<file path="config.mk">
export PLATFORM = sky130hd
export DESIGN_NAME = pdq_div
export DESIGN_NICKNAME = d
export VERILOG_FILES = /design/src/rtl/pdq_div.sv
export SDC_FILE = /design/constraint.sdc
export NUM_CORES = 1
export LEC_CHECK = 0
export BUFFER_PORTS_ARGS = -buffer_cell sky130_fd_sc_hd__buf_2
export CAP_MARGIN = 20
export CORE_AREA = 2 2 64 66
export DETAILED_ROUTE_END_ITERATION = 7
export DIE_AREA = 0 0 66 68
export GPL_ROUTABILITY_DRIVEN = 0
export PLACE_DENSITY = 0.77
export SYNTH_ARGS = -nofsm -noshare
export SYNTH_HDL_FRONTEND = slang
export SYNTH_SLANG_ARGS = --single-unit
</file>
<file path="constraint.sdc">
create_clock -name clk_i -period 2.59 [get_ports clk_i]
set_input_delay 0.1295 -clock clk_i [delete_from_list [all_inputs] [get_ports clk_i]]
set_output_delay 0.1295 -clock clk_i [all_outputs]
set_load 0.01 [all_outputs]
</file>
<file path="src/rtl/pdq_div.sv">
// Bit-serial unsigned divider, 16-bit dividend by 8-bit divisor, one bit per cycle.
// Depends on nothing else.
module pdq_div (
  input  logic        clk_i,
  input  logic        rst_ni,
  input  logic        start_i,
  input  logic [15:0] dividend_i,
  input  logic [7:0]  divisor_i,
  output logic        busy_o,
  output logic [15:0] quotient_o
);
  logic [4:0]  cnt_q;
  logic        busy_q;
  logic [7:0]  rem_q, rem_d;
  logic [7:0]  dsr_q;
  logic [15:0] quo_q;
  logic [8:0]  rem_sh;
  logic        ge;

  assign rem_sh     = {rem_q, quo_q[15]};
  assign ge         = (rem_sh >= {1'b0, dsr_q});
  assign rem_d      = ge ? 8'(rem_sh - {1'b0, dsr_q}) : rem_sh[7:0];
  assign busy_o     = busy_q;
  assign quotient_o = quo_q;

  always_ff @(posedge clk_i or negedge rst_ni) begin
    if (!rst_ni) begin
      cnt_q  <= '0;
      busy_q <= 1'b0;
    end else if (start_i) begin
      cnt_q  <= 5'd16;
      busy_q <= 1'b1;
    end else if (busy_q) begin
      cnt_q  <= cnt_q - 1'b1;
      busy_q <= (cnt_q != 5'd1);
    end
  end

  always_ff @(posedge clk_i) begin
    if (start_i) begin
      rem_q <= '0;
      dsr_q <= divisor_i;
      quo_q <= dividend_i;
    end else if (busy_q) begin
      rem_q <= rem_d;
      quo_q <= {quo_q[14:0], ge};
    end
  end

endmodule

</file>
==> key figures <==
Outcome
  – Status: finished clean

Critical path
  – Setup crit end kind: flop
  – Crit path buf inv count: 1
  – Critical path startpoint category: flop
  – Slowest CP cell: o21ai_2
  – Crit Path Class: reg -> reg
  – Critical path arrival: approximately 2.3 ns
  – Cell family with the largest share of critical-path delay: compound AO/OA/AOI/OAI gates
  – CP Max Fanout: 11
  – Largest stage delay on the critical path: about 0.46 ns
  – Flop2flop setup slack: between 0.4 and 0.5 ns
  – Worst EP required: about 2.8 ns
  – Cell Chain, Critical Path: inv_1 -> ha_1 -> and3_1 -> nand3_1 -> o21ai_2 -> mux2_4 -> a211oi_2

STA
  – Min cycle time layout: between 2 and 2.5 ns
  – Setup_tns: 0 ns
  – Hold Vio Cnt, Final: 0
  – Slew Limit Fails: 0
  – Final worst-path cycle share: between 80% and 90%
  – Worst-margin pin slew: around 0.6 ns
  – Max frequency: 469 MHz
  – Setup Skew: about 0.0034 ns
  – RSZ-0062 raised after global routing: no
  – Slew margin rel.: 60.0%
  – Final setup violation count: 0

Route
  – Via count: 1347
  – Starting DRT DRC Count: 45
  – Routed length on met2: approximately 1800 um
  – TritonRoute pass-1 iters: 4
  – ANT nets after route: 0
  – Drt drc: 0
  – DR vias/cell: between 5 and 6
  – Final wirelength: between 3000 and 4000 um
  – Met3 WL: roughly 180 um
  – DR WL/cell: ~14 um
  – Wl on met1: about 1600 um
  – Highest routed layer: met4

Clock network
  – CTS root buf: clkbuf_8
  – CTS tree: done
  – Longest Clk Path Bufs: 2
  – Clock-pin transition on the worst setup and hold timing paths: 0.07 ns
  – # hold bufs at CTS: 1
  – Post-CTS Setup Inserts: 0
  – Htree depth: 2
  – Post-CTS Resized: 0
  – TritonCTS buffer count: 5
  – Clk sink count: 38
  – Worst-skew pair later-pin latency: just under 0.3 ns

Synthesis
  – Top FF cell, synth: edfxtp_1
  – Post-synth EDFFs: 24
  – Synth top area cells: edfxtp_1 (37%), mux2_2 (9.2%), dfxtp_1 (8.2%)
  – Ys async rst share: ~16%
  – Most common cell in the netlist: edfxtp_1
  – Cell count after synthesis: roughly 160
  – Avg Synthesized Cell Area: between 10 and 15 sq um
  – Share of the synthesized area in the top cell type: about 37%
  – YS warnings: 0
  – Sequential share of the synthesized area: between 50% and 60%
  – Most instantiated cells after synthesis: edfxtp_1 (24), mux2_2 (16), inv_1 (14)
  – Flop and latch count out of synthesis: 38
  – Synth Net Count: 200
  – Synth Cell Area: roughly 2000 sq um
  – Yosys top cell by area: edfxtp_1
  – Unique masters post-synth: 40

Power and ir drop
  – PD cells: slightly above 900 nW/um^2
  – Total chip power: approximately 2.1 mW
  – VDD IR max: about 0.00055 V
  – Leak: 1.03 nW

Floorplanning
  – Die span in x: roughly 66 um
  – Core Region: ~3900 sq um
  – Row count: 23
  – Initial Utilization: roughly half
  – Die area: about 4500 sq um
  – I/O pins: 44
  – Die Height: 68 um

Global routing
  – Global route total overflow: 0
  – Largest net degree at the start of global routing: 20
  – Initial antenna violation count: 0
  – First-pass GRT wire length: ~6100 um
  – Vias in the first global route: ~1400
  – GRT Total Usage: 18.3%

Placed design
  – Detailed Place HPWL: 2750 um
  – DP Area: 2220 sq um
  – Input/output buffers: 43

Final layout
  – Nets: between 200 and 250
  – Fraction of layout cells with a size suffix above 1: a little over a third
  – Post-route design area: about 2300 sq um
  – Fill cells: 321
  – ANT cells: 0
  – Layout Area Growth over Synthesis: 18.2%

Run
  – Max-cap viol count: 0

Hold path
  – Worst min-delay path class: in -> reg
-- final timing paths --
path,cells past startpoint,start,endpoint
setup / recovery,7,dsr_q[5]$_DFFE_PP_,rem_q[0]$_SDFFE_PP0P_
hold / removal,1,divisor_i[3],dsr_q[3]$_DFFE_PP_
setup reg to reg,7,dsr_q[5]$_DFFE_PP_,rem_q[0]$_SDFFE_PP0P_
hold reg to reg,2,rem_q[3]$_SDFFE_PP0P_,rem_q[3]$_SDFFE_PP0P_
max in group asynchronous,2,rst_ni,cnt_q[4]$_DFFE_PN0P_
min in group asynchronous,2,rst_ni,cnt_q[3]$_DFFE_PN0P_
-- flip-flops by register name (all words and copies together), names as in the netlist --
name,count
quotient_o,16
dsr_q,8
rem_q,8
cnt_q,5
busy_o,1
-- power by group --
group	leakage, nW	total (mW)	internal [mW]	switching [mW]
registers	0.384	0.901	0.798	0.104
clock network	0.0463	0.406	0.209	0.197
logic	0.596	0.802	0.390	0.412
total	1.03	2.11	1.40	0.713
-- through the flow --
stage	worst slack (ns)	instances	util, %	hold slack [ns]
CTS	0.447	260	60.2	0.00811
global route	0.274	260	60.2	0.00627
floorplan	0.719	162	-	-0.166
finish	0.456	260	60.2	0.0150
global placement	0.527	251	57.6	-0.0394
detailed placement	0.457	251	57.6	-0.0370
-- cell families after synthesis --
group                    share of synthesized area (%)
buffers and inverters                             4.08
XOR/XNOR                                          4.01
AO/OA/AOI/OAI                                     9.87
AND/OR/NAND/NOR                                   9.68
flip-flops                                        52.5
multiplexers                                      12.5
adder cells (fa/ha/maj)                           7.39
-- cell usage in the layout (no fill, tap or decap), drive strengths merged, types with 2 or more instances in the layout --
cell type	n
clkbuf	6
inv	14
edfxtp	24
nor2b	3
clkinv	2
nand2b	4
a211oi	4
or2	3
dfxtp	8
buf	44
o21ai	5
nand2	9
nor2	13
mux2	17
nor3	3
dfrtp	6
mux2i	5
xnor2	5
a31oi	2
ha	10
a21o	4
xor2	4
-- worst register-to-register path, cell delays in order, from the launching register on --
cell	delay, ns
edfxtp_1	0.32
inv_1	0.04
ha_1	0.36
and3_1	0.23
nand3_1	0.10
o21ai_2	0.46
mux2_4	0.35
a211oi_2	0.20
-- final cells by class --
cell class                 count  area (sq um)  share of cell area (%)
clock buffer                   6          82.6                    3.56
clock inverter                 2          7.51                   0.323
inverter                      14          52.6                    2.26
multi-input combinational    105           853                    36.7
sequential                    38          1030                    44.4
tap                           50          62.6                    2.69
timing repair buffer          45           233                    10.0
-- layer usage --
metal,global-route usage (%),vias up
met3,5.26,8
met5,0,-
met1,21.3,630
li1,-,672
met4,7.65,0
met2,31.8,37
Power figures use the tool's default switching activity.
