[src/rtl/pdq_fifo.sv]
// Small register queue used between the front and back and at the output.
// Depends on nothing but its parameters.
module pdq_fifo #(
  parameter int unsigned W     = 8,
  parameter int unsigned DEPTH = 2
) (
  input  logic         clk_i,
  input  logic         rst_ni,
  input  logic         push_i,
  input  logic [W-1:0] data_i,
  output logic         full_o,
  input  logic         pop_i,
  output logic [W-1:0] data_o,
  output logic         empty_o
);
  localparam int unsigned PW = (DEPTH > 1) ? $clog2(DEPTH) : 1;
  localparam int unsigned CW = $clog2(DEPTH + 1);

  logic [W-1:0]  mem_q [DEPTH];
  logic [PW-1:0] wr_q, wr_d, rd_q, rd_d;
  logic [CW-1:0] cnt_q, cnt_d;
  logic          do_push, do_pop;

  assign full_o  = (cnt_q == CW'(DEPTH));
  assign empty_o = (cnt_q == '0);
  assign do_push = push_i && !full_o;
  assign do_pop  = pop_i && !empty_o;
  assign data_o  = mem_q[rd_q];

  always_comb begin
    wr_d  = wr_q;
    rd_d  = rd_q;
    cnt_d = cnt_q;
    if (do_push) begin
      wr_d = (wr_q == PW'(DEPTH - 1)) ? '0 : wr_q + 1'b1;
    end
    if (do_pop) begin
      rd_d = (rd_q == PW'(DEPTH - 1)) ? '0 : rd_q + 1'b1;
    end
    if (do_push && !do_pop) begin
      cnt_d = cnt_q + 1'b1;
    end else if (do_pop && !do_push) begin
      cnt_d = cnt_q - 1'b1;
    end
  end

  always_ff @(posedge clk_i or negedge rst_ni) begin
    if (!rst_ni) begin
      wr_q  <= '0;
      rd_q  <= '0;
      cnt_q <= '0;
    end else begin
      wr_q  <= wr_d;
      rd_q  <= rd_d;
      cnt_q <= cnt_d;
    end
  end

  always_ff @(posedge clk_i) begin
    if (do_push) begin
      mem_q[wr_q] <= data_i;
    end
  end

endmodule

[config.mk]
export PLATFORM = sky130hd
export DESIGN_NAME = pdq_fifo
export DESIGN_NICKNAME = d
export VERILOG_FILES = /design/src/rtl/pdq_fifo.sv
export SDC_FILE = /design/constraint.sdc
export NUM_CORES = 1
export LEC_CHECK = 0
export BUFFER_PORTS_ARGS = -buffer_cell sky130_fd_sc_hd__buf_4
export CAP_MARGIN = 25
export CORE_MARGIN = 10
export CORE_UTILIZATION = 40
export DETAILED_ROUTE_END_ITERATION = 10
export GPL_TIMING_DRIVEN = 0
export SYNTH_ARGS = -nofsm -noshare
export SYNTH_HDL_FRONTEND = slang
export SYNTH_SLANG_ARGS = --single-unit
[constraint.sdc]
create_clock -name clk_i -period 1.9 [get_ports clk_i]
set_input_delay 0.38 -clock clk_i [delete_from_list [all_inputs] [get_ports clk_i]]
set_output_delay 0.38 -clock clk_i [all_outputs]
set_load 0.05 [all_outputs]
==> results by group <==
Run status
  – Status: completed

Global routing
  – Largest net degree at the start of global routing: 12
  – First-pass GRT wire length: 2.26 mm
  – GR Overflow Total: 0
  – Initial antenna violation count: 0
  – GRT Total Usage: 0.0682
  – Vias in the first global route: about 500

Floorplanning
  – Die H: approximately 64 um
  – Core Area: approximately 1800 um^2
  – Rows: 15
  – Die Area: 4120 um^2
  – Initial core utilization: 0.439
  – IO Pins: 22
  – Die X: 64.2 um

Drt
  – 1st-pass router iterations: 2
  – Top layer used by detailed routing: met3
  – Vias post-DR: 428
  – Average wire per standard cell: 13.9 um
  – Routed WL: 1.32 mm
  – DR DRC count: 0
  – Routed met3 length: just under 90 um
  – Via-per-instance ratio: 4.51
  – Routed Antenna Nets: 0
  – Met1 Wirelength: 571 um
  – Initial drt markers: 8
  – Met2 routed wirelength: ~660 um

Run
  – Max-Cap Viols: 0

Critical path
  – Arrival @ worst endpoint: approximately 1.4 ns
  – Worst path cell trace: buf_2, mux2_2, buf_4
  – Crit. End Element: output pin
  – Crit path launch type: register
  – Register-to-Register Setup Slack: about 0.29 ns
  – Data required time at the worst endpoint: roughly 1.5 ns
  – Critical path class: register to output pin
  – Critical Path Max Stage Delay: 0.37 ns
  – Maximum fanout along the worst path: 9
  – Slowest CP cell: mux2_2

Synthesis
  – Syn nets: 57
  – Cells after Synth: 44
  – Post-Synth XOR/XNOR Area: 0.0656
  – Largest family of logic cells by synthesized area: multiplexers
  – Proportion of synthesized area in mux cells: 0.115
  – Ys Warns: 0
  – Post-Synth Simple-Gate Area: 0.0384
  – Distinct cells, synth: 15
  – Synth Area in Compound Gates: 0.00640
  – Sequential fraction of the synthesis area: 0.742
  – Cell area after synthesis: 782 um^2
  – Syn avg cell area: 17.8 um^2
  – Post-synthesis adder-cell area fraction: 0.0160
  – Number of synthesized register bits: 20

Clocking
  – Worst skew pair latency: 0.29 ns
  – CTS tree: done
  – Clk root buf: clkbuf_4
  – Post-CTS Setup Inserts: 0
  – Clock slew seen by the registers of the worst setup and hold paths: 0.11 ns
  – Clock buffer depth: 2
  – Cts repair resizes: 0
  – CTS buffer count: 3
  – Hold-fix buffers, CTS: 1
  – H-tree levels: 1
  – CTS Sinks: 20

Layout
  – # fillers: 171
  – Layout area overhead: 30.1%
  – Fin nets: between 80 and 90
  – Utilization after layout: 0.571
  – # diodes: 0
  – Share of cells above drive strength 1: 0.429

Power
  – Static Leak: 0.421 nW
  – Worst vdd ir: 987 uV
  – Cell internal pwr: 1.03 mW
  – Gate power share: 0.488
  – Sequential power share: 0.380
  – Clock Power Share: 0.132
  – Total power draw: 1.77 mW
  – P_sw: roughly 740 uW
  – Pwr dens: 1740 nW/um^2
  – Sw frac: 0.420

Timing
  – F_max: about 560 MHz
  – Worst-margin pin slew: between 0.6 and 0.7 ns
  – RSZ-0062 raised after global routing: no
  – Relative slew slack: 0.548
  – Setup TNS: 0 ns
  – Final hold vios: 0
  – Hold_ws: 0.268 ns
  – Final period util: 0.943
  – Clock Skew: ~0.0034 ns
  – Min Clock Period, post-route: roughly 1.8 ns
  – Setup-failing EPs final: 0
  – Max Transition Viols Final: 0

Place
  – GPL Wtd Cong: about 0.62
  – Buffers on Ports: 21
  – Hpwl dp: 1.03 mm

Worst hold path
  – Worst Hold Class: primary input to register
[path summary, 6_finish.rpt]
| kind | start | endpoint | cells after the start |
|---|---|---|---|
| worst max-delay path | rd_q$_DFFE_PN0P_ | data_o[2] | 3 |
| worst min-delay path | data_i[7] | mem_q[0][7]$_DFFE_PP_ | 1 |
| worst max register to register | cnt_q[0]$_DFFE_PN0P_ | mem_q[0][0]$_DFFE_PP_ | 3 |
| worst min register to register | cnt_q[1]$_DFFE_PN0P_ | cnt_q[1]$_DFFE_PN0P_ | 1 |
| max in group asynchronous | rst_ni | rd_q$_DFFE_PN0P_ | 2 |
| min in group asynchronous | rst_ni | cnt_q[1]$_DFFE_PN0P_ | 2 |
[final cells by class]
| cell class | instances | area (um^2) | area share |
|---|---|---|---|
| Tap cell | 25 | 31.3 | 0.0308 |
| Sequential cell | 20 | 581 | 0.571 |
| Multi-Input combinational cell | 21 | 189 | 0.186 |
| Buffer | 1 | 5.00 | 0.00492 |
| Inverter | 2 | 7.51 | 0.00738 |
| Clock buffer | 4 | 36.3 | 0.0357 |
| Timing Repair Buffer | 22 | 168 | 0.165 |
[kinds of logic (layout without fill, tap and decap cells)]
| logic type | count (synthesis) | count (layout) |
|---|---|---|
| muxes | 8 | 8 |
| xor gates and xnor gates | 5 | 5 |
| buffers and inverters | 3 | 29 |
| and+or+nand+nor | 6 | 6 |
| adders and majority gates | 1 | 1 |
| DFF | 20 | 20 |
| AOI/OAI and AO/OA | 1 | 1 |
[layout by cell type, fill, tap and decap left out, drive strengths merged]
cell / n
mux2: 8
xor2: 2
nor2: 3
and3: 1
nand2b: 1
dlygate4sd3: 1
o21ai: 1
dfrtp: 4
inv: 2
nand2: 1
xnor2: 3
buf: 22
edfxtp: 16
clkbuf: 4
ha: 1
[Yosys cell counts]
master | n | share of area
buf_2 | 1 | 0.0064
ha_1 | 1 | 0.016
and3_1 | 1 | 0.0080
nor2_1 | 3 | 0.014
o21ai_1 | 1 | 0.0064
edfxtp_1 | 16 | 0.61
xnor2_1 | 2 | 0.022
nand2b_1 | 1 | 0.0080
nand2_2 | 1 | 0.0080
xor2_1 | 2 | 0.022
mux2_2 | 2 | 0.029
inv_1 | 2 | 0.0096
mux2_1 | 6 | 0.086
dfrtp_1 | 4 | 0.13
xnor2_2 | 1 | 0.021
[power by group through the flow]
stage | clock [mW] | sequential [mW] | combinational (mW)
floorplan | 0 | 0.668 | 0.648
global placement | 0 | 0.680 | 0.875
detailed placement | 0 | 0.683 | 0.882
CTS | 0.242 | 0.675 | 0.883
global route | 0.260 | 0.691 | 0.926
finish | 0.234 | 0.673 | 0.866
[worst max-delay path, delay by kind of cell, from the launching register on]
kind | cells | cell delay, ns
muxes | 1 | 0.37
buffers and inverters | 2 | 0.42
DFF | 1 | 0.33
[flip-flops by register name (all words and copies together) (netlist names)]
| register | count |
|---|---|
| rd_q | 1 |
| mem_q | 16 |
| wr_q | 1 |
| cnt_q | 2 |
[through the flow]
step | cell area [um^2] | instances | setup slack, ns
after CTS | 1020 | 95 | 0.0906
after floorplan | 782 | 44 | 0.453
after global routing | 1020 | 95 | 0.0186
after global placement | 971 | 90 | 0.235
final | 1020 | 95 | 0.108
after detailed placement | 971 | 90 | 0.245
[routing by layer]
metal  vias to the layer above  GRT usage
li1                        210          -
met1                       205     0.0773
met2                        13      0.116
met3                         0     0.0296
met4                         0     0.0160
met5                         -          0
(Power assumes the default switching activity.)
