<file path="config.mk">
export PLATFORM = sky130hd
export DESIGN_NAME = pdq_front
export DESIGN_NICKNAME = d
export VERILOG_FILES = /design/src/rtl/pdq_pkg.sv /design/src/rtl/pdq_front.sv
export SDC_FILE = /design/constraint.sdc
export NUM_CORES = 1
export LEC_CHECK = 0
export ABC_AREA = 1
export BUFFER_PORTS_ARGS = -buffer_cell sky130_fd_sc_hd__clkbuf_2
export CORE_AREA = 4 4 41 43
export DETAILED_ROUTE_END_ITERATION = 16
export DIE_AREA = 0 0 45 47
export PLACE_DENSITY = 0.61
export SLEW_MARGIN = 20
export SYNTH_ARGS = -nofsm -noshare
export SYNTH_HDL_FRONTEND = slang
export SYNTH_SLANG_ARGS = --single-unit
</file>
<file path="constraint.sdc">
create_clock -name clk_i -period 1.5 [get_ports clk_i]
set_clock_uncertainty 0.2 [all_clocks]
set_input_delay 0.075 -clock clk_i [delete_from_list [all_inputs] [get_ports clk_i]]
set_output_delay 0.075 -clock clk_i [all_outputs]
set_load 0.01 [all_outputs]
</file>
<file path="src/rtl/pdq_pkg.sv">
// Shared types, constants and palette helpers for the palette dither quantizer.
// Used by the front end, the back end and the top level; depends on nothing else.
package pdq_pkg;

  localparam int unsigned MaxColumnsDef = 128;
  localparam int unsigned InQueueDepth  = 2;
  localparam int unsigned OutQueueDepth = 2;
  localparam logic [17:0] RecipHundred  = 18'd167773;

  typedef enum logic [2:0] {
    REG_MAX_SAMPLE  = 3'd0,
    REG_BRIGHTNESS  = 3'd1,
    REG_CONTRAST    = 3'd2,
    REG_LUMA_WEIGHT = 3'd3,
    REG_DITHER_DIV  = 3'd4,
    REG_COLORS_EN   = 3'd5
  } reg_idx_e;

  typedef enum logic [3:0] {
    ST_IDLE,
    ST_SCALE_GO,
    ST_SCALE_WAIT,
    ST_MUL,
    ST_ADJ,
    ST_LUMA,
    ST_CHROMA,
    ST_SEARCH,
    ST_DIFF_GO,
    ST_DIFF_WAIT,
    ST_WRITE
  } back_state_e;

  typedef struct packed {
    logic [7:0]        max_sample;
    logic signed [8:0] brightness;
    logic signed [8:0] contrast;
    logic [4:0]        luma_weight;
    logic [7:0]        dither_div;
    logic [15:0]       colors_en;
  } cfg_t;

  typedef struct packed {
    logic frame_start;
    logic first_row;
    logic last;
  } pix_flags_t;

  // Palette colors, blue in bits 23:16, green in 15:8, red in 7:0.
  localparam logic [23:0] PalRgb [16] = '{
    24'h000000, 24'hf0f0f0, 24'h2000d0, 24'hd0f000,
    24'hd000f0, 24'h00f000, 24'hd00000, 24'h00e0e0,
    24'h0060e0, 24'ha0c0e0, 24'hc0c0f0, 24'hf0f0c0,
    24'hf0c0f0, 24'hc0f0c0, 24'hf0c0c0, 24'hc0f0f0
  };

  // Returns {v, u, y} of one color; only evaluated on constants.
  function automatic logic [23:0] yuv_of(input logic [7:0] r, input logic [7:0] g,
                                         input logic [7:0] b);
    int n;
    int y;
    int db;
    int dr;
    int u;
    int v;
    n  = 30 * int'(r) + 59 * int'(g) + 11 * int'(b);
    y  = (n * 5243) >>> 19;
    db = int'(b) - y;
    dr = int'(r) - y;
    u  = (db < 0) ? -(((-db) * 1479) >>> 12) : ((db * 1479) >>> 12);
    v  = (dr < 0) ? -(((-dr) * 2631) >>> 12) : ((dr * 2631) >>> 12);
    u  = u + 128;
    v  = v + 128;
    return {v[7:0], u[7:0], y[7:0]};
  endfunction

endpackage

</file>
<file path="src/rtl/pdq_front.sv">
// Front end: tracks column and first row and classifies each accepted pixel.
// Depends on pdq_pkg.
module pdq_front #(
  parameter int unsigned MAX_COLUMNS = pdq_pkg::MaxColumnsDef
) (
  input  logic                           clk_i,
  input  logic                           rst_ni,
  input  logic                           accept_i,
  input  logic                           frame_start_i,
  input  logic                           row_end_i,
  output logic [$clog2(MAX_COLUMNS)-1:0] col_o,
  output pdq_pkg::pix_flags_t            flags_o
);
  import pdq_pkg::*;
  localparam int unsigned ColW = $clog2(MAX_COLUMNS);

  logic [ColW-1:0] col_q, col_d;
  logic            first_row_q, first_row_d;

  always_comb begin
    col_o               = frame_start_i ? '0 : col_q;
    flags_o.frame_start = frame_start_i;
    flags_o.first_row   = frame_start_i || first_row_q;
    flags_o.last        = row_end_i || (col_o == ColW'(MAX_COLUMNS - 1));
    col_d               = col_q;
    first_row_d         = first_row_q;
    if (accept_i) begin
      col_d       = flags_o.last ? '0 : col_o + 1'b1;
      first_row_d = flags_o.last ? 1'b0 : flags_o.first_row;
    end
  end

  always_ff @(posedge clk_i or negedge rst_ni) begin
    if (!rst_ni) begin
      col_q       <= '0;
      first_row_q <= 1'b1;
    end else begin
      col_q       <= col_d;
      first_row_q <= first_row_d;
    end
  end

endmodule

</file>
==> out/metrics.yaml, run 1 <==
status: "finished with violations"
violations: "setup timing"
rsz0062_at_grt: "yes"
cts-root-buf: "clkbuf_4"
dp_slack_ns: -0.0583
slew_headroom_pct: 80.9
ys_ff_latch: 8
area_growth_pct: 63.7
final_cell_mix: "17 x nand2_1, 13 x clkbuf_2, 12 x buf_4, 7 x dfrtp_1, 6 x inv_1"
p_per_area_nw_per_um2: 644
rows: 13
portBuffers: 14
cellLeakagePower_nw: 0.433
n_antenna_cell: 0
io_pins: 15
numCtsBuffers: 3
fp.coreArea_sq_um: 1300
firstDrtPassIters: 4
yosysTopAreaCell: "dfrtp_1"
synth_top_area_share_pct: 34.3
ir_drop_mv: 0.521
vias: 592
fillers: 116
period_minus_slack_ns: 1.64
htreeDepth: 1
startpoint_type: "flip-flop"
synth_fp_nets: 76
gr-usage-all-layers_pct: 16.4
grt_first_pass_wirelength_mm: 2.44
hold_viol: 0
tightest_slew_ns: 0.286
grt_pass1_vias: 573
grt_max_degree: 12
seqCellArea_sq_um: 201
cts_tree: "done"
drv_slew: 0
cts_buffer_depth: 2
antenna_left: 0
start_util_pct: 39.2
fin_ws_ns: -0.138
cts.sinks: 8
required_ns: 1.22
synth.avg_cell_area_sq_um: 7.29
ys_types: 20
criticalPathCategory: "flip-flop to output pin"
remaining_drc_errors: 0
max_freq_mhz: 610
yosys_warnings: 0
clk_pin_slew_ns: 0.07
grt.overflow.total: 0
syn-instance-count: 70
ys_seq_area_share_pct: 39.5
min_period_over_period_pct: 109
initialDrtViolationCount: 5
cp_max_fo: 2
dieArea_sq_um: 2120
layout.cells.most_common: "nand2_1"
viasPerCell: 4.97
cp-end-kind: "output pin"
antenna_found_initial: 0
drive_above_1_share_pct: 50.0
multi_input_area_sq_um: 320
gp_congestion: 0.755
hp-class: "input port to flip-flop"
synth.area.top_cells: "dfrtp_1 34%, nand2_1 13%, nand3_1 6.9%"
syn_area_sq_um: 510
die_x_um: 45
fin_tns_setup_ns: -0.629
wire_per_inst_um: 13.4
nets: 111
cp.arrival_ns: 1.36
cap_viol_max_count: 0
dp_hpwl_um: 995
die_y_um: 47
setup_viol: 9
drt_wl_total_mm: 1.60
clk_latency_ns: 0.26
-- per-stage QoR --
step / hold slack, ns / area, sq um / total power (W) / utilization (%) / instances
final: 0.0533 / 836 / 0.000538 / 64.2 / 119
after global routing: 0.0647 / 836 / 0.000574 / 64.2 / 119
after CTS: 0.0388 / 786 / 0.000525 / 60.4 / 116
after detailed placement: -0.262 / 642 / 0.000315 / 49.3 / 103
after global placement: -0.262 / 642 / 0.000315 / 49.3 / 103
after floorplan: -0.421 / 520 / 0.000274 / - / 70
-- layer usage --
metal	GRT usage (%)	vias to the layer above	routed length [um]
li1	-	296	-
met1	16.6	277	655
met2	29.7	15	833
met3	5.75	4	86
met4	8.77	0	23
met5	0	-	0
-- timing repair --
item,in CTS,in global routing
setup buffers,4,5
resized for setup,9,11
endpoints found under the setup margin,8,9
pin swaps,6,10
endpoints found under the hold margin,10,0
hold buffers,5,0
-- kinds of logic after synthesis --
logic type	after synthesis	synth area share [%]
DFF	8	39.5
adders and majority gates	1	2.45
and+or+nand+nor	40	37.5
buffers and inverters	13	10.5
AOI/OAI and AO/OA	8	10.0
-- synth_stat cells --
cell type / instances
a21oi_1: 1
a21oi_2: 1
buf_2: 1
buf_4: 1
dfrtp_1: 7
dfstp_2: 1
ha_1: 1
inv_1: 9
inv_2: 2
nand2_1: 18
nand3_1: 7
nand4_1: 4
nand4_2: 1
nor2_1: 6
nor2_2: 1
nor2_4: 1
nor3_1: 1
o21ai_0: 4
o21ai_2: 2
or2_2: 1
-- cell type report --
class / count / share of cell area (%)
clock buffer: 4 / 3.14
inverter: 11 / 4.94
multi-input combinational: 49 / 38.3
sequential: 8 / 24.1
tap: 15 / 2.25
timing repair buffer: 32 / 27.2
-- report_power, final --
group / leakage (nW) / switching, W / internal (W)
Combinational: 0.312 / 0.0000612 / 0.0000622
Sequential: 0.106 / 0.00000558 / 0.000226
Clock: 0.0150 / 0.0000809 / 0.000102
-- critical path, cell delays in order, from the launching register on --
cell	delay [ns]
dfrtp_1	0.37
inv_2	0.06
nor2_4	0.11
ha_4	0.15
nand4_4	0.09
nor2_4	0.12
nor2_4	0.05
inv_2	0.06
buf_6	0.09
-- sequential cells by signal, indices dropped and copies added, names as in the netlist --
register,cells
col_q,7
first_row_q,1
-- final timing paths --
check	start	endpoint	slack, ns	depth (start not counted)
setup / recovery	col_q[1]$_DFFE_PN0P_	flags_o[0]	-0.14	8
hold / removal	row_end_i	col_q[0]$_DFFE_PN0P_	0.05	5
setup reg to reg	col_q[1]$_DFFE_PN0P_	col_q[4]$_DFFE_PN0P_	-0.11	10
hold reg to reg	col_q[6]$_DFFE_PN0P_	col_q[6]$_DFFE_PN0P_	0.32	2
max in group asynchronous	rst_ni	col_q[1]$_DFFE_PN0P_	0.34	3
min in group asynchronous	rst_ni	first_row_q$_DFFE_PN1P_	0.13	2
(Power assumes the default switching activity.)
==> run 2, diff against run 1 <==
- HOLD_SLACK_MARGIN: not set -> 0.06
- REMOVE_ABC_BUFFERS: not set -> 1
- SETUP_SLACK_MARGIN: not set -> 0.15
==> run 2 against run 1 <==
The flow still finishes with violations (setup timing). Sequential cell count unchanged. Routed wire length increased by 15%. Combinational power up 28%. Cell count rose by 5.9%. Non-clock buffer count rose by 7. Sequential power is essentially flat. Global-route usage is 2.5 points higher. Sequential share of layout area decreased by 1.8 points. Worst setup slack got worse by 0.025 ns. Largest cell class is now non-clock buffers. Highest routed layer unchanged.
==> out/metrics.yaml, run 2 (synthesis results as in run 1) <==
layout.cells.most_common: "nand2_1"  # unchanged
slew_headroom_pct: 76.1  # was 80.9%
place_inst: 105  # was 103
whs_path_depth: 4  # was 5
power.internal_w: 0.000415  # was 0.000391 W
swShare_pct: 27.0  # was 27.4%
remaining_drc_errors: 0  # unchanged
final_cell_mix: "17 x nand2_1, 11 x clkbuf_2, 11 x buf_6, 11 x buf_4"  # was 17 x nand2_1, 13 x clkbuf_2, 12 x buf_4, 7 x dfrtp_1, 6 x inv_1
io_pins: 15  # unchanged
cts-root-buf: "clkbuf_4"  # unchanged
rr_startpoint: "col_q[0]$_DFFE_PN0P_"  # was col_q[1]$_DFFE_PN0P_
dp_hpwl_um: 986  # was 995 um
switchingPower_w: 0.000154  # was 0.000148 W
tightest_slew_ns: 0.358  # was 0.286 ns
rows: 13  # unchanged
gp_congestion: 0.804  # was 0.755
grt.overflow.total: 0  # unchanged
antenna_left: 0  # unchanged
violations: "setup timing"  # unchanged
area_growth_pct: 79.4  # was 63.7%
fin_tns_setup_ns: -0.944  # was -0.629 ns
start_util_pct: 39.2  # unchanged
fillers: 101  # was 116
gr-usage-all-layers_pct: 18.9  # was 16.4%
instances_no_fill: 126  # was 119
p_per_area_nw_per_um2: 621  # was 644 nW/um^2
cap_viol_max_count: 0  # unchanged
p_seq_share_pct: 40.7  # was 43.1%
initialDrtViolationCount: 9  # was 5
status: "finished with violations"  # unchanged
portBuffers: 14  # unchanged
clk_latency_ns: 0.25  # was 0.26 ns
viasPerCell: 5.28  # was 4.97
drv_slew: 0  # unchanged
grt_max_degree: 8  # was 12
startpoint_type: "flip-flop"  # unchanged
cp_max_fo: 3  # was 2
combPwrFrac_pct: 27.7  # was 22.9%
regMostFlops: "col_q"  # unchanged
drive_above_1_share_pct: 52.3  # was 50.0%
antenna_found_initial: 0  # unchanged
max_freq_mhz: 601  # was 610 MHz
criticalPathCategory: "flip-flop to output pin"  # unchanged
final_util_pct: 70.4  # was 64.2%
multi_input_area_sq_um: 307  # was 320 sq um
grt_pass1_vias: 633  # was 573
period_minus_slack_ns: 1.66  # was 1.64 ns
r2r_slack_ns: -0.13  # was -0.11 ns
nets: 118  # was 111
die_y_um: 47  # unchanged
min_period_over_period_pct: 111  # was 109%
rsz0062_at_grt: "yes"  # unchanged
vias: 665  # was 592
cts_tree: "done"  # unchanged
n_antenna_cell: 0  # unchanged
power_frac_clock_pct: 31.6  # was 34.0%
hold_viol: 0  # unchanged
die_x_um: 45  # unchanged
setup_viol: 9  # unchanged
seqCellArea_sq_um: 204  # was 201 sq um
min_delay_worst_endpoint: "first_row_q$_DFFE_PN1P_"  # was col_q[0]$_DFFE_PN0P_
cts.sinks: 8  # unchanged
dieArea_sq_um: 2120  # unchanged
grt_first_pass_wirelength_mm: 2.86  # was 2.44 mm
numCtsBuffers: 3  # unchanged
required_ns: 1.22  # about the same
fp.coreArea_sq_um: 1300  # unchanged
r2r-end: "col_q[4]$_DFFE_PN0P_"  # unchanged
ir_drop_mv: 0.510  # was 0.521 mV
reg2reg_depth: 10  # unchanged
wire_per_inst_um: 14.7  # was 13.4 um
clk_pin_slew_ns: 0.06  # was 0.07 ns
firstDrtPassIters: 4  # unchanged
drt_wl_total_mm: 1.85  # was 1.60 mm
cellLeakagePower_nw: 0.483  # was 0.433 nW
cts_buffer_depth: 2  # unchanged
dp_slack_ns: -0.0769  # was -0.0583 ns
min-delay-start: "frame_start_i"  # was row_end_i
cp-end-kind: "output pin"  # unchanged
fin_ws_ns: -0.163  # was -0.138 ns
htreeDepth: 1  # unchanged
hp-class: "input port to flip-flop"  # unchanged
cp.arrival_ns: 1.39  # was 1.36 ns
largest_reg_flops: 7  # unchanged
reg_top3: "col_q (7), first_row_q (1)"  # unchanged
-- run 2: routing by layer --
layer	vias to the layer above	routed length [um]	track usage [%]
li1	314	-	-
met1	309	779	24.2
met2	34	885	30.8
met3	8	129	3.07
met4	0	52	9.94
met5	-	0	0
-- run 2: through the flow --
step           hold WS, ns  cell area, sq um  total power (W)
2_1_floorplan       -0.421               498         0.000265
3_3_place_gp        -0.265               647         0.000313
3_5_place_dp        -0.268               647         0.000314
4_1_cts             0.0973               880         0.000556
5_1_grt              0.116               916         0.000597
6_report             0.108               916         0.000569
-- run 2: power by group through the flow --
stage                     sequential [W]  clock, W  combinational, W
after floorplan                 0.000234         0         0.0000312
after global placement          0.000234         0         0.0000790
after detailed placement        0.000234         0         0.0000797
after CTS                       0.000231  0.000186          0.000140
after global routing            0.000233  0.000196          0.000168
final                           0.000232  0.000180          0.000158
-- run 2: repair_timing --
action,CTS,global route
endpoints found under the hold margin,15,0
resized for setup,19,13
buffers inserted,11,1
pin swaps,8,6
hold buffers,5,0
setup endpoints to repair,10,21
-- run 2: layout make-up --
cell class	count	share of cell area [%]
Timing Repair Buffer	39	34.8
Multi-Input combinational cell	49	33.5
Sequential cell	8	22.3
Inverter	11	4.51
Clock buffer	4	2.87
Tap cell	15	2.05
-- run 2: how the worst max path moves through the flow --
stage	from	endpoint	slack, ns	cells past startpoint
6_report	col_q[1]$_DFFE_PN0P_	flags_o[0]	-0.16	8
5_1_grt	col_q[0]$_DFFE_PN0P_	flags_o[0]	-0.25	8
4_1_cts	col_q[1]$_DFFE_PN0P_	flags_o[0]	-0.16	8
2_1_floorplan	col_q[1]$_DFFE_PN0P_	col_q[4]$_DFFE_PN0P_	-0.11	8
3_5_place_dp	col_q[1]$_DFFE_PN0P_	flags_o[0]	-0.08	8
3_3_place_gp	col_q[1]$_DFFE_PN0P_	flags_o[0]	-0.05	8
-- run 2: worst max-delay path: stages (launching register included) --
cell and delay [ns]:
dfrtp_1 0.35, inv_2 0.05, nor2_4 0.11, ha_4 0.17, nand4_4 0.09, nor2_4 0.15
nor2_4 0.06, inv_2 0.06, buf_6 0.10
==> run 3, diff against run 2 <==
- CORE_AREA: 4 4 41 43 -> 5 5 42 44
- DIE_AREA: 0 0 45 47 -> 0 0 47 49
- PLACE_DENSITY: 0.61 -> 0.6
==> run 3 against run 2 <==
The run still ends with setup timing left. Non-clock buffer count shrank 2. Routed wire length rose by 0.65%. Global-route usage is 2.4 points lower. Worst setup slack worse by 0.021 ns. Die area increased by 8.9%. Sequential share of layout area fell by 0.36 points. Worst hold slack got worse by 0.014 ns. Core utilization is 4.0 points lower. Largest power group unchanged.
==> out/metrics.yaml, run 3 (synthesis results as in run 1) <==
numCtsBuffers: 3  # unchanged
wire_per_inst_um: 14.9  # was 14.7 um
regMostFlops: "col_q"  # unchanged
drive_above_1_share_pct: 56.0  # was 52.3%
rr_startpoint: "col_q[1]$_DFFE_PN0P_"  # was col_q[0]$_DFFE_PN0P_
hold_viol: 0  # unchanged
htreeDepth: 1  # unchanged
gp_congestion: 0.781  # was 0.804
ir_drop_mv: 0.539  # was 0.510 mV
max_freq_mhz: 594  # was 601 MHz
grt.overflow.total: 0  # unchanged
cts-root-buf: "clkbuf_4"  # unchanged
rows: 14  # was 13
tightest_slew_ns: 0.379  # was 0.358 ns
crit_path_start: "col_q[1]$_DFFE_PN0P_"  # unchanged
portBuffers: 14  # unchanged
cts_buffer_depth: 2  # unchanged
place_inst: 104  # was 105
cts.sinks: 8  # unchanged
fin_tns_setup_ns: -1.16  # was -0.944 ns
firstDrtPassIters: 4  # unchanged
final_cell_mix: "17 x nand2_1, 13 x buf_4, 10 x clkbuf_2, 8 x buf_6, 7 x nor2_4"  # was 17 x nand2_1, 11 x clkbuf_2, 11 x buf_6, 11 x buf_4
fp.coreArea_sq_um: 1400  # was 1300 sq um
p_per_area_nw_per_um2: 598  # was 621 nW/um^2
postPlaceCellArea_sq_um: 633  # was 647 sq um
n_antenna_cell: 0  # unchanged
area_growth_pct: 82.4  # was 79.4%
cp_max_fo: 2  # was 3
grt_first_pass_wirelength_mm: 2.66  # was 2.86 mm
reg2reg_depth: 9  # was 10
io_pins: 15  # unchanged
remaining_drc_errors: 0  # unchanged
drt_wl_total_mm: 1.86  # was 1.85 mm
cellLeakagePower_nw: 0.471  # was 0.483 nW
cp.arrival_ns: 1.41  # was 1.39 ns
dp_hpwl_um: 953  # was 986 um
clk_latency_ns: 0.26  # was 0.25 ns
cp-end-kind: "output pin"  # unchanged
reg_top3: "col_q (7), first_row_q (1)"  # unchanged
grt_pass1_vias: 622  # was 633
crit_path_end: "flags_o[0]"  # unchanged
dp_slack_ns: -0.107  # was -0.0769 ns
r2r_slack_ns: -0.15  # was -0.13 ns
required_ns: 1.22  # about the same
start_util_pct: 36.4  # was 39.2%
antenna_left: 0  # unchanged
slew_headroom_pct: 74.6  # was 76.1%
setup_viol: 10  # was 9
instances_no_fill: 125  # was 126
startpoint_type: "flip-flop"  # unchanged
die_x_um: 47  # was 45 um
antenna_found_initial: 0  # unchanged
status: "finished with violations"  # unchanged
rsz0062_at_grt: "yes"  # unchanged
violations: "setup timing"  # unchanged
grt_max_degree: 10  # was 8
p_total_w: 0.000557  # was 0.000569 W
gr-usage-all-layers_pct: 16.6  # was 18.9%
stdcell_area_sq_um: 931  # was 916 sq um
drv_slew: 0  # unchanged
dieArea_sq_um: 2300  # was 2120 sq um
largest_reg_flops: 7  # unchanged
layout.cells.most_common: "nand2_1"  # unchanged
fin_ws_ns: -0.184  # was -0.163 ns
viasPerCell: 5.37  # was 5.28
criticalPathCategory: "flip-flop to output pin"  # unchanged
cap_viol_max_count: 0  # unchanged
r2r-end: "col_q[1]$_DFFE_PN0P_"  # was col_q[4]$_DFFE_PN0P_
vias: 671  # was 665
nets: 116  # was 118
die_y_um: 49  # was 47 um
min_period_over_period_pct: 112  # was 111%
clk_pin_slew_ns: 0.06  # about the same
period_minus_slack_ns: 1.68  # was 1.66 ns
initialDrtViolationCount: 21  # was 9
cts_tree: "done"  # unchanged
hp-class: "input port to asynchronous set/reset pin"  # was input port to flip-flop
[run 3: final cells by class]
cell class | instances | area, sq um
inverter | 11 | 43.8
fill | 118 | 470
multi-input combinational | 49 | 337
clock buffer | 4 | 26.3
sequential | 8 | 204
tap | 16 | 20.0
timing repair buffer | 37 | 300
[run 3: routing by layer]
metal,up-vias,wire [um],track usage (%)
li1,310,-,-
met1,326,763,20.2
met2,25,936,25.1
met3,10,73,3.32
met4,0,84,11.1
met5,-,0,0
[run 3: worst min-delay path by stage]
stage	from	endpoint	slack, ns	cells past startpoint
final	rst_ni	first_row_q$_DFFE_PN1P_	0.09	2
after detailed placement	rst_ni	col_q[1]$_DFFE_PN0P_	-0.26	1
after floorplan	rst_ni	col_q[0]$_DFFE_PN0P_	-0.42	0
after CTS	rst_ni	first_row_q$_DFFE_PN1P_	0.09	2
after global routing	rst_ni	first_row_q$_DFFE_PN1P_	0.11	2
after global placement	rst_ni	col_q[1]$_DFFE_PN0P_	-0.26	1
[run 3: power by group]
group | total (W) | leakage (nW) | internal [W] | switching, W
clock | 0.000185 | 0.0150 | 0.000102 | 0.0000830
combinational | 0.000139 | 0.353 | 0.0000711 | 0.0000677
sequential | 0.000233 | 0.103 | 0.000227 | 0.00000622
total | 0.000557 | 0.471 | 0.000400 | 0.000157
[run 3: what timing repair did]
item | CTS | global route
endpoints found under the setup margin | 10 | 20
setup buffers | 6 | 5
endpoints found under the hold margin | 16 | 0
hold buffers | 6 | 0
pin swaps | 9 | 10
resized for setup | 19 | 21
[run 3: critical path, cell delays in order, from the launching register on]
cell     delay (ns)
dfrtp_1        0.36
inv_2          0.06
nor2_4         0.13
ha_4           0.16
nand4_4        0.09
nor2_4         0.14
nor2_4         0.05
inv_2          0.06
buf_6          0.09
[run 3: metrics by stage]
stage	hold slack [ns]	utilization, %
after floorplan	-0.421	-
after global placement	-0.265	45.2
after global routing	0.107	66.4
final	0.0937	66.4
after detailed placement	-0.264	45.2
after CTS	0.0873	59.6
